### src/hdl/amra_pkg.sv
// Shared types and constants for the magnitude range activity detector.
`timescale 1ns / 1ps

package amra_pkg;

   localparam int FIELD_BITS    = 16;
   localparam int RANGE_BITS    = 16;
   localparam int DUTY_BITS     = 16;
   localparam int THRESH_BITS   = 16;
   localparam int WLEN_BITS     = 12;
   localparam int MODE_BITS     = 2;
   localparam int CSR_ADDR_BITS = 4;
   localparam int CSR_DATA_BITS = 32;
   localparam int CSR_IDX_BITS  = 2;

   localparam logic [CSR_IDX_BITS-1:0] CSR_THRESHOLD   = 2'd0;
   localparam logic [CSR_IDX_BITS-1:0] CSR_WINDOW      = 2'd1;
   localparam logic [CSR_IDX_BITS-1:0] CSR_DUTY_STILL  = 2'd2;
   localparam logic [CSR_IDX_BITS-1:0] CSR_DUTY_MOVING = 2'd3;

   localparam logic [MODE_BITS-1:0] MODE_IDLE   = 2'd0;
   localparam logic [MODE_BITS-1:0] MODE_STILL  = 2'd1;
   localparam logic [MODE_BITS-1:0] MODE_MOVING = 2'd2;

   localparam logic [THRESH_BITS-1:0] THRESHOLD_RESET   = 16'd10000;
   localparam logic [WLEN_BITS-1:0]   WINDOW_RESET      = 12'd200;
   localparam logic [DUTY_BITS-1:0]   DUTY_STILL_RESET  = 16'd2999;
   localparam logic [DUTY_BITS-1:0]   DUTY_MOVING_RESET = 16'd5999;

   typedef struct packed {
      logic signed [FIELD_BITS-1:0] accel_x;
      logic signed [FIELD_BITS-1:0] accel_y;
      logic signed [FIELD_BITS-1:0] accel_z;
      logic                         active;
   } req_type;

   typedef struct packed {
      logic                  window_done;
      logic [RANGE_BITS-1:0] range;
      logic [MODE_BITS-1:0]  activity;
      logic [DUTY_BITS-1:0]  duty;
   } rsp_type;

   typedef struct packed {
      logic [THRESH_BITS-1:0] motion_threshold;
      logic [WLEN_BITS-1:0]   window_length;
      logic [DUTY_BITS-1:0]   duty_still;
      logic [DUTY_BITS-1:0]   duty_moving;
   } cfg_type;

   typedef struct packed {
      logic update;
      logic active;
   } win_ctl_type;

endpackage

### src/hdl/amra_sqsum.sv
// Bit-serial sum of squares of the three sample magnitudes.
`timescale 1ns / 1ps

module amra_sqsum #(
   parameter int SAMPLE_BITS = 16
) (
   input  logic                     clock,
   input  logic                     reset,
   input  logic                     start,
   input  amra_pkg::req_type        req,
   output logic                     done,
   output logic [2*SAMPLE_BITS-1:0] sum
);
   import amra_pkg::*;

   localparam int N        = SAMPLE_BITS;
   localparam int CNT_BITS = $clog2(N);

   logic [N-1:0]        raw_x, raw_y, raw_z;
   logic [N-1:0]        abs_x, abs_y, abs_z;
   logic [N-1:0]        ax_ff, ay_ff, az_ff;
   logic [N-1:0]        mx_ff, mx_in, my_ff, my_in, mz_ff, mz_in;
   logic [N+1:0]        hi_ff, hi_in;
   logic [N-1:0]        lo_ff, lo_in;
   logic [N+1:0]        addend, partial;
   logic [CNT_BITS-1:0] cnt_ff, cnt_in;
   logic                busy_ff, busy_in;
   logic                done_ff, done_in;

   always_comb begin
      raw_x = req.accel_x[N-1:0];
      raw_y = req.accel_y[N-1:0];
      raw_z = req.accel_z[N-1:0];
      abs_x = raw_x[N-1] ? (~raw_x + 1'b1) : raw_x;
      abs_y = raw_y[N-1] ? (~raw_y + 1'b1) : raw_y;
      abs_z = raw_z[N-1] ? (~raw_z + 1'b1) : raw_z;
   end

   always_comb begin
      addend  = (mx_ff[0] ? (N+2)'(ax_ff) : '0)
              + (my_ff[0] ? (N+2)'(ay_ff) : '0)
              + (mz_ff[0] ? (N+2)'(az_ff) : '0);
      partial = hi_ff + addend;
      hi_in   = hi_ff;
      lo_in   = lo_ff;
      mx_in   = mx_ff;
      my_in   = my_ff;
      mz_in   = mz_ff;
      cnt_in  = cnt_ff;
      busy_in = busy_ff;
      done_in = 1'b0;
      if (start) begin
         hi_in   = '0;
         lo_in   = '0;
         mx_in   = abs_x;
         my_in   = abs_y;
         mz_in   = abs_z;
         cnt_in  = CNT_BITS'(N-1);
         busy_in = 1'b1;
      end else if (busy_ff) begin
         hi_in  = {1'b0, partial[N+1:1]};
         lo_in  = {partial[0], lo_ff[N-1:1]};
         mx_in  = {1'b0, mx_ff[N-1:1]};
         my_in  = {1'b0, my_ff[N-1:1]};
         mz_in  = {1'b0, mz_ff[N-1:1]};
         cnt_in = cnt_ff - 1'b1;
         if (cnt_ff == '0) begin
            busy_in = 1'b0;
            done_in = 1'b1;
         end
      end
   end

   always_ff @(posedge clock) begin
      if (reset) begin
         busy_ff <= 1'b0;
         done_ff <= 1'b0;
      end else begin
         busy_ff <= busy_in;
         done_ff <= done_in;
      end
   end

   always_ff @(posedge clock) begin
      if (start) begin
         ax_ff <= abs_x;
         ay_ff <= abs_y;
         az_ff <= abs_z;
      end
      hi_ff  <= hi_in;
      lo_ff  <= lo_in;
      mx_ff  <= mx_in;
      my_ff  <= my_in;
      mz_ff  <= mz_in;
      cnt_ff <= cnt_in;
   end

   assign done = done_ff;
   assign sum  = {hi_ff[N-1:0], lo_ff};

endmodule

### src/hdl/amra_isqrt.sv
// Digit-serial floor square root, two radicand bits per cycle.
`timescale 1ns / 1ps

module amra_isqrt #(
   parameter int SAMPLE_BITS = 16
) (
   input  logic                     clock,
   input  logic                     reset,
   input  logic                     start,
   input  logic [2*SAMPLE_BITS-1:0] value,
   output logic                     done,
   output logic [SAMPLE_BITS-1:0]   root
);
   import amra_pkg::*;

   localparam int N        = SAMPLE_BITS;
   localparam int CNT_BITS = $clog2(N);

   logic [2*N-1:0]      n_ff, n_in;
   logic [N+1:0]        r_ff, r_in;
   logic [N-1:0]        q_ff, q_in;
   logic [N+1:0]        r_shift, trial;
   logic [CNT_BITS-1:0] cnt_ff, cnt_in;
   logic                busy_ff, busy_in;
   logic                done_ff, done_in;

   always_comb begin
      r_shift = {r_ff[N-1:0], n_ff[2*N-1:2*N-2]};
      trial   = {q_ff, 2'b01};
      n_in    = n_ff;
      r_in    = r_ff;
      q_in    = q_ff;
      cnt_in  = cnt_ff;
      busy_in = busy_ff;
      done_in = 1'b0;
      if (start) begin
         n_in    = value;
         r_in    = '0;
         q_in    = '0;
         cnt_in  = CNT_BITS'(N-1);
         busy_in = 1'b1;
      end else if (busy_ff) begin
         n_in   = {n_ff[2*N-3:0], 2'b00};
         cnt_in = cnt_ff - 1'b1;
         if (r_shift >= trial) begin
            r_in = r_shift - trial;
            q_in = {q_ff[N-2:0], 1'b1};
         end else begin
            r_in = r_shift;
            q_in = {q_ff[N-2:0], 1'b0};
         end
         if (cnt_ff == '0) begin
            busy_in = 1'b0;
            done_in = 1'b1;
         end
      end
   end

   always_ff @(posedge clock) begin
      if (reset) begin
         busy_ff <= 1'b0;
         done_ff <= 1'b0;
      end else begin
         busy_ff <= busy_in;
         done_ff <= done_in;
      end
   end

   always_ff @(posedge clock) begin
      n_ff   <= n_in;
      r_ff   <= r_in;
      q_ff   <= q_in;
      cnt_ff <= cnt_in;
   end

   assign done = done_ff;
   assign root = q_ff;

endmodule

### src/hdl/amra_window.sv
// Window peak/floor tracking, range and mode update, result fields.
`timescale 1ns / 1ps

module amra_window #(
   parameter int SAMPLE_BITS = 16
) (
   input  logic                   clock,
   input  logic                   reset,
   input  amra_pkg::win_ctl_type  ctl,
   input  logic [SAMPLE_BITS-1:0] mag,
   input  amra_pkg::cfg_type      cfg,
   output amra_pkg::rsp_type      rsp
);
   import amra_pkg::*;

   localparam int N = SAMPLE_BITS;

   logic [WLEN_BITS-1:0] count_ff, count_in;
   logic [N-1:0]         peak_ff, peak_in;
   logic [N-1:0]         floor_ff, floor_in;
   logic [N-1:0]         range_ff, range_in;
   logic [MODE_BITS-1:0] mode_ff, mode_in;
   logic [N-1:0]         peak_nx, floor_nx, diff;
   logic [WLEN_BITS-1:0] count_nx;
   logic [RANGE_BITS-1:0] diff_ext;
   logic                 close;

   always_comb begin
      peak_nx  = (mag >= peak_ff) ? mag : peak_ff;
      floor_nx = (mag <= floor_ff) ? mag : floor_ff;
      count_nx = count_ff + 1'b1;
      close    = (count_nx >= cfg.window_length);
      diff     = peak_nx - floor_nx;
      diff_ext = RANGE_BITS'(diff);

      count_in = count_ff;
      peak_in  = peak_ff;
      floor_in = floor_ff;
      range_in = range_ff;
      mode_in  = mode_ff;
      if (!ctl.active) begin
         count_in = '0;
         peak_in  = '0;
         floor_in = '1;
         range_in = '0;
         mode_in  = MODE_IDLE;
      end else if (close) begin
         count_in = '0;
         peak_in  = '0;
         floor_in = '1;
         range_in = diff;
         if (diff_ext < cfg.motion_threshold) begin
            mode_in = MODE_STILL;
         end else if (diff_ext > cfg.motion_threshold && mode_ff != MODE_IDLE) begin
            mode_in = MODE_MOVING;
         end
      end else begin
         count_in = count_nx;
         peak_in  = peak_nx;
         floor_in = floor_nx;
      end

      rsp.window_done = ctl.active & close;
      rsp.range       = RANGE_BITS'(range_in);
      rsp.activity    = mode_in;
      case (mode_in)
         MODE_STILL:  rsp.duty = cfg.duty_still;
         MODE_MOVING: rsp.duty = cfg.duty_moving;
         default:     rsp.duty = '0;
      endcase
   end

   always_ff @(posedge clock) begin
      if (reset) begin
         count_ff <= '0;
         peak_ff  <= '0;
         floor_ff <= '1;
         range_ff <= '0;
         mode_ff  <= MODE_IDLE;
      end else if (ctl.update) begin
         count_ff <= count_in;
         peak_ff  <= peak_in;
         floor_ff <= floor_in;
         range_ff <= range_in;
         mode_ff  <= mode_in;
      end
   end

endmodule

### src/hdl/accel_magnitude_range_activity_top.sv
// Top level: sequencer, register port and result register.
//
//   channel | direction | handshake                | payload
//   req_    | in        | req_valid / req_stall    | req_data (req_type)
//   rsp_    | out       | rsp_valid / rsp_stall    | rsp_data (rsp_type)
//   csr_    | in/out    | APB, csr_pready tied high| csr_pwdata / csr_prdata
//
// An active sample runs SAMPLE_BITS steps of the serial square summer, then
// SAMPLE_BITS steps of the serial root, then the final state, before the next
// accept. An inactive sample goes from accept straight to the final state.
// Synchronous reset restores register defaults and the idle window state.
// A stalled result holds in the output register; the next sample is still
// taken and waits in the final state until the result register frees.
`timescale 1ns / 1ps

module accel_magnitude_range_activity_top #(
   parameter int SAMPLE_BITS = 16
) (
   input  logic                                  clock,
   input  logic                                  reset,
   input  logic                                  req_valid,
   output logic                                  req_stall,
   input  amra_pkg::req_type                     req_data,
   output logic                                  rsp_valid,
   input  logic                                  rsp_stall,
   output amra_pkg::rsp_type                     rsp_data,
   input  logic                                  csr_psel,
   input  logic                                  csr_penable,
   input  logic                                  csr_pwrite,
   input  logic [amra_pkg::CSR_ADDR_BITS-1:0]    csr_paddr,
   input  logic [amra_pkg::CSR_DATA_BITS-1:0]    csr_pwdata,
   output logic [amra_pkg::CSR_DATA_BITS-1:0]    csr_prdata,
   output logic                                  csr_pready
);
   import amra_pkg::*;

   localparam logic [1:0] ST_IDLE = 2'd0;
   localparam logic [1:0] ST_SQ   = 2'd1;
   localparam logic [1:0] ST_ROOT = 2'd2;
   localparam logic [1:0] ST_FIN  = 2'd3;

   logic [1:0]               state_ff, state_in;
   logic                     active_ff, active_in;
   logic                     rsp_valid_ff, rsp_valid_in;
   rsp_type                  rsp_ff;
   rsp_type                  rsp_next;
   cfg_type                  cfg_ff, cfg_in;
   win_ctl_type              win_ctl;
   logic                     req_acc, sq_start, sq_done, rt_start, rt_done;
   logic                     fin_load, slot_free, csr_write;
   logic [CSR_IDX_BITS-1:0]  csr_idx;
   logic [2*SAMPLE_BITS-1:0] sq_sum;
   logic [SAMPLE_BITS-1:0]   mag;

   assign req_stall = (state_ff != ST_IDLE);
   assign req_acc   = req_valid && !req_stall;
   assign sq_start  = req_acc && req_data.active;
   assign slot_free = !rsp_valid_ff || !rsp_stall;

   always_comb begin
      state_in  = state_ff;
      active_in = active_ff;
      rt_start  = 1'b0;
      fin_load  = 1'b0;
      unique case (state_ff)
         ST_IDLE: begin
            if (req_acc) begin
               active_in = req_data.active;
               state_in  = req_data.active ? ST_SQ : ST_FIN;
            end
         end
         ST_SQ: begin
            if (sq_done) begin
               rt_start = 1'b1;
               state_in = ST_ROOT;
            end
         end
         ST_ROOT: begin
            if (rt_done) state_in = ST_FIN;
         end
         ST_FIN: begin
            if (slot_free) begin
               fin_load = 1'b1;
               state_in = ST_IDLE;
            end
         end
         default: state_in = ST_IDLE;
      endcase
   end

   assign win_ctl.update = fin_load;
   assign win_ctl.active = active_ff;

   always_comb begin
      rsp_valid_in = rsp_valid_ff;
      if (fin_load) rsp_valid_in = 1'b1;
      else if (!rsp_stall) rsp_valid_in = 1'b0;
   end

   assign csr_pready = 1'b1;
   assign csr_idx    = csr_paddr[CSR_ADDR_BITS-1:2];
   assign csr_write  = csr_psel && csr_penable && csr_pwrite && csr_pready;

   always_comb begin
      cfg_in = cfg_ff;
      if (csr_write) begin
         unique case (csr_idx)
            CSR_THRESHOLD:   cfg_in.motion_threshold = csr_pwdata[THRESH_BITS-1:0];
            CSR_WINDOW:      cfg_in.window_length    = csr_pwdata[WLEN_BITS-1:0];
            CSR_DUTY_STILL:  cfg_in.duty_still       = csr_pwdata[DUTY_BITS-1:0];
            CSR_DUTY_MOVING: cfg_in.duty_moving      = csr_pwdata[DUTY_BITS-1:0];
            default:         cfg_in = cfg_ff;
         endcase
      end
   end

   always_comb begin
      unique case (csr_idx)
         CSR_THRESHOLD:   csr_prdata = CSR_DATA_BITS'(cfg_ff.motion_threshold);
         CSR_WINDOW:      csr_prdata = CSR_DATA_BITS'(cfg_ff.window_length);
         CSR_DUTY_STILL:  csr_prdata = CSR_DATA_BITS'(cfg_ff.duty_still);
         CSR_DUTY_MOVING: csr_prdata = CSR_DATA_BITS'(cfg_ff.duty_moving);
         default:         csr_prdata = '0;
      endcase
   end

   always_ff @(posedge clock) begin
      if (reset) begin
         state_ff                <= ST_IDLE;
         active_ff               <= 1'b0;
         rsp_valid_ff            <= 1'b0;
         cfg_ff.motion_threshold <= THRESHOLD_RESET;
         cfg_ff.window_length    <= WINDOW_RESET;
         cfg_ff.duty_still       <= DUTY_STILL_RESET;
         cfg_ff.duty_moving      <= DUTY_MOVING_RESET;
      end else begin
         state_ff     <= state_in;
         active_ff    <= active_in;
         rsp_valid_ff <= rsp_valid_in;
         cfg_ff       <= cfg_in;
      end
   end

   always_ff @(posedge clock) begin
      if (fin_load) rsp_ff <= rsp_next;
   end

   assign rsp_valid = rsp_valid_ff;
   assign rsp_data  = rsp_ff;

   amra_sqsum #(
      .SAMPLE_BITS(SAMPLE_BITS)
   ) u_sqsum (
      .clock (clock),
      .reset (reset),
      .start (sq_start),
      .req   (req_data),
      .done  (sq_done),
      .sum   (sq_sum)
   );

   amra_isqrt #(
      .SAMPLE_BITS(SAMPLE_BITS)
   ) u_isqrt (
      .clock (clock),
      .reset (reset),
      .start (rt_start),
      .value (sq_sum),
      .done  (rt_done),
      .root  (mag)
   );

   amra_window #(
      .SAMPLE_BITS(SAMPLE_BITS)
   ) u_window (
      .clock (clock),
      .reset (reset),
      .ctl   (win_ctl),
      .mag   (mag),
      .cfg   (cfg_ff),
      .rsp   (rsp_next)
   );

endmodule

### config.mk
export PLATFORM = sky130hd
export DESIGN_NAME = accel_magnitude_range_activity_top
export DESIGN_NICKNAME = d
export VERILOG_FILES = /design/src/hdl/amra_pkg.sv /design/src/hdl/amra_sqsum.sv /design/src/hdl/amra_isqrt.sv /design/src/hdl/amra_window.sv /design/src/hdl/accel_magnitude_range_activity_top.sv
export SDC_FILE = /design/constraint.sdc
export NUM_CORES = 1
export LEC_CHECK = 0
export BUFFER_PORTS_ARGS = -buffer_cell sky130_fd_sc_hd__clkbuf_2
export CAP_MARGIN = 5
export CORE_MARGIN = 8
export CORE_UTILIZATION = 50
export CTS_BUF_LIST = sky130_fd_sc_hd__clkbuf_4 sky130_fd_sc_hd__clkbuf_8 sky130_fd_sc_hd__clkbuf_16
export DETAILED_ROUTE_END_ITERATION = 8
export GPL_ROUTABILITY_DRIVEN = 0
export PLACE_DENSITY = 0.67
export SLEW_MARGIN = 20
export SYNTH_ARGS = -nofsm -noshare
export SYNTH_HDL_FRONTEND = slang
export SYNTH_SLANG_ARGS = --single-unit
### constraint.sdc
create_clock -name clock -period 6.6 [get_ports clock]
set_input_delay 0.99 -clock clock [delete_from_list [all_inputs] [get_ports clock]]
set_output_delay 0.99 -clock clock [all_outputs]
set_load 0.01 [all_outputs]
Word level (Yosys, flattened, before mapping)
Cells that the tools add are included.
Operators by class
  bitwise logic cells: 6
  mux-type cells: 52
  eq/ne operators: 13
  magnitude comparators: 6
  reduce and logical (&&, ||, !) cells: 25
  add/sub/neg operators: 11
Operators with widths (count)
  16-bit two-way mux: 21
  32-bit case mux with 4 select lines: 1
  32-bit two-way mux: 2
  16-bit by 1-bit adder with 16-bit output (second input constant): 3
  16-bit inverter: 3
  18-bit adder: 2
  16-bit case mux with 2 select lines: 1
  16-bit subtractor: 2
  12-bit two-way mux: 2
  17-bit by 18-bit adder with 18-bit output: 1
  18-bit greater-or-equal comparator: 1
  2-bit two-way mux: 9
  16-bit greater-or-equal comparator: 1
  16-bit > comparator: 1
  16-bit less-or-equal comparator: 1
  16-bit less-than comparator: 1
  1-bit two-way mux: 15
  12-bit by 1-bit adder with 12-bit output (second input constant): 1
  12-bit greater-or-equal comparator: 1
  2-bit == test (second input constant): 5
  2-bit AND reduction: 5
  4-bit logical NOT: 2
  2-bit case mux with 4 select lines: 1
  2-bit nonzero test: 4
  other kinds (12): 27
Storage, ports and cells
  flip-flop bits (word level): 366
  output and inout bits: 70
  word-level logic and storage cells: 146

Depth between registers and ports, before layout
Gate-level depths: netlist of the first run.
  depth in word-level cells: 11
  gate-level depth with buffers: 33
  gate-level depth less buffers: 29

By module
Synthesis of the first run repeated with hierarchy kept, for this count alone.
Unflattened totals
  cell total of the unflattened synthesis: 2130
  area total of the unflattened synthesis: 21300.4 µm²
Modules (own cells, without submodules)
  amra_sqsum: instances 1, area each 7642.3 µm², cells each 671
  amra_window: instances 1, area each 5661.7 µm², cells each 733
  accel_magnitude_range_activity_top: instances 1, area each 4262.8 µm², cells each 366
  amra_isqrt: instances 1, area each 3733.6 µm², cells each 360

Least setup slack after synthesis of the first run
OpenSTA, ideal clock, no wires.
  path type: register to register
  start: reg u_isqrt.q_ff[9], in the netlist u_isqrt.root[9]
  end: reg rsp_ff (netlist bit rsp_data[0]) (data pin)
  data arrival time: 5765 ps
  setup time: 266 ps
  cell stages (with the launch flop): 30
  slack: 569 ps
  required time: 6334 ps
  path buffers: 4
  cells stage by stage: dfxtp_1 -> ha_1 -> a21oi_2 -> nor2_1 -> a211oi_2 -> o21ai_1 -> a311o_1 -> buf_6 -> clkbuf_1 -> o21ai_0 -> ha_1 -> nor2b_1 -> o31ai_1 -> a21oi_1 -> o41ai_2 -> o21bai_1 -> a21oi_1 -> xnor2_1 -> ha_1 -> nand2_1 -> nor4_1 -> a2111oi_0 -> o21ai_0 -> o221ai_1 -> nand3b_1 -> and3b_1 -> ha_1 -> clkbuf_1 -> clkbuf_1 -> nor2_1
RTL lines
  start: declaration: RTL line amra_isqrt.sv:21  | logic [N-1:0] q_ff, q_in;
  start signal: assignment: RTL line amra_isqrt.sv:72  | q_ff <= q_in;
  end signal: assignment: RTL line accel_magnitude_range_activity_top.sv:145  | if (fin_load) rsp_ff <= rsp_next;
  end: declaration: RTL line accel_magnitude_range_activity_top.sv:45  | rsp_type rsp_ff;

==> run_results.csv, run 1 <==
group,metric,value,unit
floorplan,die_x,218,um
logic_synthesis,synth_flop_cell,"dfxtp_1",
floorplan,dieArea,47400,sq um
critical_path,cp.required,6.88,ns
layout,finish.instance_area,22700,sq um
logic_synthesis,synth_enable_flop_cells,163,
sta,worst_pin_slew,1.03,ns
power_and_ir_drop,vdd_drop_max,0.000180,V
grt,grt_max_degree,96,
logic_synthesis,synth_top_area_share,24.1,%
sta,tns,0,ns
cts,clk_latency,0.54,ns
logic_synthesis,synthAdderAreaFrac,10.9,%
logic_synthesis,synth_xor_area_share,4.05,%
sta,slew_violations,0,
critical_path,rrSetupSlack,0.39,ns
logic_synthesis,ys_types,72,
floorplan,start_util,50.3,%
drt,drt_iter0_drc,1068,
cts,cts_buffers,40,
cts,htreeDepth,2,
cts,cts_tree,"yes",
logic_synthesis,synthCells,2215,
logic_synthesis,yosys-top-cells-area,"edfxtp_1, dfxtp_1, nand2_1, ha_1, a21oi_1",
status,status,"finished clean",
sta,holdWs,0.459,ns
cts,path_clk_slew,0.06,ns
drt,drt_pass1_iterations,5,
sta,relSlewSlack,31.2,%
critical_path,slowest_stage,"o41ai_2",
drt,vias,15600,
critical_path,crit_fanout,16,
logic_synthesis,synth_compound_area_share,12.5,%
critical_path,end_kind,"flop",
grt,grt_overflow,0,
critical_path,cp-start-kind,"flop",
logic_synthesis,synth_top_family_by_area,"simple AND/OR/NAND/NOR gates",
cts,clockBufferDepth,3,
grt,antenna_found_initial,0,
min_path,hold_class,"reg -> reg",
drt,post_drt_wl_per_cell,16.1,um
logic_synthesis,yosysTopAreaCell,"edfxtp_1",
layout,layout-drive-gt1-share,11.4,%
critical_path,critical_path_class,"reg -> reg",
logic_synthesis,synthArstFlopShare,0,%
floorplan,ios,162,
logic_synthesis,syn_area,20300,sq um
grt,grt_pass1_vias,15400,
place,hpwlAfterDp,32700,um
drt,drt-total-wl,46100,um
job,maxCapViolCount,0,
drt,drtAntennaViolNets,0,
logic_synthesis,synth-seq-cells,366,
grt,grt_use_total,19.0,%
power_and_ir_drop,p_leak,0.00950,uW
place,dpl_worst_slack,-0.0531,ns
layout,area_growth,11.7,%
logic_synthesis,synth-simple-area-share,18.2,%
logic_synthesis,synthMuxAreaShare,4.81,%
layout,fill_cells,3576,
place,io_buffers,126,
logic_synthesis,synth-seq-area-share,44.1,%
critical_path,critical_path_arrival,6.50,ns
layout,fin_nets,2549,
power_and_ir_drop,total_power,6650,uW
sta,min_period_over_period,94.1,%
drt,vias_per_cell,5.44,
cts,root_buffer,"clkbuf_16",
grt,grt_pass1_wl,75500,um
floorplan,fp-row-count,74,
sta,finalHoldViolations,0,
sta,fmax,161,MHz
critical_path,critPathMaxStageDelay,0.41,ns
drt,drc,0,
logic_synthesis,synth-warning-count,0,
sta,final-setup-viol-count,0,
sta,final.setup_skew,0.0175,ns
sta,min_period,6.21,ns
layout,final_common_cell,"nand2_1",
floorplan,coreArea,40500,sq um
cts,tritoncts_num_sinks,366,
logic_synthesis,syn_avg_cell_area,9.18,sq um
sta,finalWorstSetupSlack,0.387,ns
critical_path,cpMostUsedCell,"ha_1",
floorplan,die_h,218,um
place,place_area,21400,sq um
power_and_ir_drop,power_density,293,nW/um^2
layout,mostFrequentLayoutCells,"nand2_1, dfxtp_1, edfxtp_1, nor2_1, inv_1",
[worst max-delay path: cells and delay by family, from the launching register on]
| kind | cells | cell delay (ns) |
|---|---|---|
| adder cells (fa/ha/maj) | 4 | 1.18 |
| XOR/XNOR | 1 | 0.16 |
| flip-flops | 1 | 0.37 |
| AND/OR/NAND/NOR | 9 | 1.43 |
| AO/OA/AOI/OAI | 12 | 2.53 |
| buffers and inverters | 2 | 0.28 |
[layout make-up]
cell class,instances,area [sq um],area share (%)
tap,532,666,2.93
timing repair buffer,152,832,3.66
inverter,145,547,2.41
clock inverter,21,154,0.677
antenna,1,2.50,0.0110
multi-input combinational,1595,10400,45.9
sequential,366,8960,39.4
clock buffer,53,1140,5.02
[synthesized netlist by cell type, types with 19 or more instances]
library cell / count
o21ai_0: 82
inv_1: 144
edfxtp_1: 163
clkbuf_1: 81
nand3b_1: 34
xnor2_1: 63
fa_1: 33
a21oi_1: 133
dfxtp_1: 203
nand3_1: 19
nand2_1: 494
a22oi_1: 46
xor2_1: 31
nor2b_1: 23
nor2_1: 148
mux2i_1: 64
ha_1: 124
buf_4: 19
[final timing paths]
check,start,endpoint,cells after the start
max,u_window.floor_ff[15]$_SDFFE_PP1P_,rsp_data[9]$_DFFE_PP_,28
min,u_window.range_ff[0]$_SDFFE_PP0P_,u_window.range_ff[0]$_SDFFE_PP0P_,2
max reg2reg,u_window.floor_ff[15]$_SDFFE_PP1P_,rsp_data[9]$_DFFE_PP_,28
min reg2reg,u_window.range_ff[0]$_SDFFE_PP0P_,u_window.range_ff[0]$_SDFFE_PP0P_,2
[state kept, by name (all words and copies together), names as in the netlist, 12 cells and up]
name	count
u_sqsum.ax_ff	16
u_sqsum.mx_ff	16
rsp_data	35
u_isqrt.n_ff	32
cfg_ff	60
u_sqsum.my_ff	16
u_window.count_ff	12
u_sqsum.hi_ff	17
u_window.peak_ff	16
u_window.floor_ff	16
u_sqsum.mz_ff	16
u_isqrt.root	16
u_window.range_ff	16
u_sqsum.az_ff	16
u_isqrt.r_ff	16
u_sqsum.lo_ff	16
u_sqsum.ay_ff	16
[stage by stage]
step,cells,util (%)
2_1_floorplan,2230,-
3_3_place_gp,2790,52.8
3_5_place_dp,2790,52.8
4_1_cts,2864,56.0
5_1_grt,2864,56.2
6_report,2865,56.2
[power breakdown]
part | switching (uW) | internal, uW
combinational | 982 | 701
clock | 903 | 1290
sequential | 125 | 2650
[metal layers]
layer / part of all wire [%] / routed length, um / up-vias / GRT usage [%]
li1: - / - / 7743 / -
met1: 45 / 21000 / 7379 / 25.0
met2: 47 / 21700 / 359 / 31.8
met3: 5.1 / 2350 / 91 / 3.02
met4: 2.5 / 1180 / 0 / 5.73
met5: 0 / 0 / - / 0
[cell families (layout without fill, tap and decap cells)]
group / count (synthesis) / in the layout
other: 2 / 18
buffers and inverters: 269 / 371
adders and majority gates: 157 / 157
AOI/OAI and AO/OA: 400 / 400
and+or+nand+nor: 845 / 845
xor gates and xnor gates: 94 / 94
muxes: 82 / 82
DFF: 366 / 366
[timing repair]
action / in CTS / in global routing
hold buffers: 0 / 0
gates cloned: 0 / 0
pin swaps: 0 / 4
setup buffers: 0 / 1
resized for setup: 2 / 17
endpoints found under the setup margin: 16 / 16
Note: power is estimated with default switching activity, not from simulation.
==> run 2: changes to the inputs <==
PLACE_DENSITY = 0.71   (was 0.67)
clock period = 5.5 ns   (was 6.6 ns; I/O delays follow)
==> run 2 against run 1 <==
Against the previous run: the run now ends with negative setup slack left; combinational power rose by 24%; sequential share of layout area fell by 3.0 points; die area did not move; critical path depth rose by 3; hold slack barely moved; sequential power rose by 20%; largest power group unchanged; total power rose by 23%; register-to-register slack got worse by 0.78 ns; non-clock buffer count rose by 149; clock power rose by 27%; sequential cell count did not move; first-iteration DRC count rose by 0.84%.
==> run_results.csv, run 2 (synthesis results as in run 1) <==
group,metric,value,unit
sta,rsz0062_at_grt,"true",
cts,cts_tree,"yes",
sta,worst_pin_slew,1.03,ns
power_and_ir_drop,power_density,333,nW/um^2
layout,largest_reg_flops,60,
sta,slew_violations,0,
drt,vias_per_cell,5.48,
status,status,"complete, but fails checks",
drt,drt_iter0_drc,1077,
cts,root_buffer,"clkbuf_16",
layout,layout.cells.non_filler,3015,
layout,seq_area,8990,sq um
sta,tns,-6.26,ns
layout,multiInputGateArea,11000,sq um
layout,fill_cells,3324,
min_path,hold_start,"u_window.range_ff[5]$_SDFFE_PP0P_",
sta,finalHoldViolations,0,
critical_path,critical_path_class,"reg -> reg",
floorplan,ios,162,
floorplan,die_x,218,um
floorplan,fp-row-count,74,
floorplan,coreArea,40500,sq um
sta,min_period_over_period,107,%
sta,final-setup-viol-count,18,
layout,mostFrequentLayoutCells,"nand2_1, dfxtp_1, buf_4, edfxtp_1, nor2_1",
sta,relSlewSlack,31.1,%
sta,final.setup_skew,0.0173,ns
job,maxCapViolCount,0,
layout,area_growth,21.2,%
sta,finalWorstSetupSlack,-0.397,ns
critical_path,critPathMaxStageDelay,0.36,ns
cts,path_clk_slew,0.06,ns
critical_path,crit_start,"u_window.peak_ff[15]$_SDFFE_PP0P_",
critical_path,rr_startpoint,"u_window.peak_ff[15]$_SDFFE_PP0P_",
layout,num_antenna_cells,0,
grt,grt_overflow,0,
critical_path,slowest_stage,"dfxtp_1",
drt,vias,16500,
sta,min_period,5.90,ns
place,dp.cells,2888,
status,failed_checks,"negative setup slack",
layout,layout-drive-gt1-share,21.5,%
drt,drc,0,
floorplan,start_util,50.3,%
layout,top_register,"cfg_ff",
cts,clk_latency,0.56,ns
floorplan,dieArea,47400,sq um
grt,antenna_found_initial,0,
place,io_buffers,126,
critical_path,crit_fanout,8,
layout,fin_nets,2699,
critical_path,end_kind,"flop",
drt,drtAntennaViolNets,0,
drt,drt-total-wl,49900,um
critical_path,cp.required,5.79,ns
power_and_ir_drop,vdd_drop_max,0.000220,V
grt,grt_pass1_wl,80100,um
floorplan,die_h,218,um
grt,grt_pass1_vias,16600,
drt,post_drt_wl_per_cell,16.6,um
grt,grt_max_degree,77,
drt,drt_pass1_iterations,7,
grt,grt_use_total,20.1,%
min_path,hold_class,"reg -> reg",
layout,final_common_cell,"nand2_1",
power_and_ir_drop,p_leak,0.0104,uW
cts,htreeDepth,2,
cts,clockBufferDepth,3,
power_and_ir_drop,total_power,8200,uW
place,hpwlAfterDp,33800,um
critical_path,cpMostUsedCell,"ha_4",
cts,cts_buffers,41,
cts,tritoncts_num_sinks,366,
sta,fmax,170,MHz
critical_path,critical_path_arrival,6.19,ns
critical_path,cp-start-kind,"flop",
## run 2: cell count changes in the layout (fill, tap and decap cells not counted), moves of 14 or more
| cell | delta |
|---|---|
| ha_1 | -19 |
| dfxtp_1 | -17 |
| buf_4 | +138 |
| dfxtp_2 | +14 |
| ha_4 | +17 |
## run 2: area by class of cell
type                            count  share of cell area (%)
Clock inverter                     19                   0.807
Sequential cell                   366                    36.5
Timing Repair Buffer              301                    8.36
Inverter                          145                    2.24
Clock buffer                       57                    4.75
Multi-Input combinational cell   1595                    44.7
Tap cell                          532                    2.70
## run 2: through the flow
step	utilization [%]	worst slack, ns	instance area (sq um)	hold WS (ns)
after detailed placement	55.2	-0.487	22300	0.451
after CTS	60.0	-0.306	24300	0.461
after global routing	60.9	-0.616	24600	0.484
final	60.9	-0.397	24600	0.459
after global placement	55.2	-0.364	22300	0.442
after floorplan	-	-0.0738	20700	0.436
## run 2: final timing paths
check / cells after the start / slack, ns / end
setup / recovery: 31 / -0.40 / rsp_data[8]$_DFFE_PP_
setup reg to reg: 31 / -0.40 / rsp_data[8]$_DFFE_PP_
hold reg to reg: 2 / 0.46 / u_window.range_ff[5]$_SDFFE_PP0P_
hold / removal: 2 / 0.46 / u_window.range_ff[5]$_SDFFE_PP0P_
## run 2: metal layers
layer / GRT usage [%] / part of all wire [%]
met1: 25.5 / 43
met2: 35.3 / 49
met3: 3.11 / 5.3
met4: 5.73 / 2.1
met5: 0 / 0
## run 2: critical path: cells and delay by family, from the launching register on
kind	cells	cell delay (ns)
xor gates and xnor gates	1	0.18
AOI/OAI and AO/OA	10	1.67
and+or+nand+nor	8	1.26
buffers and inverters	6	0.61
adders and majority gates	5	1.30
muxes	1	0.25
DFF	1	0.36
## run 2: power breakdown
group	switching [uW]	internal [uW]	leakage [uW]	total, uW
sequential	151	3180	0.00318	3330
clock	1140	1650	0.000699	2790
combinational	1220	872	0.00654	2090
## run 2: repair_timing
action | in CTS | in global routing
hold buffers | 0 | 0
gates cloned | 1 | 0
gates resized for setup | 63 | 59
setup buffers | 36 | 14
endpoints found under the setup margin | 18 | 20
pin swaps | 43 | 53
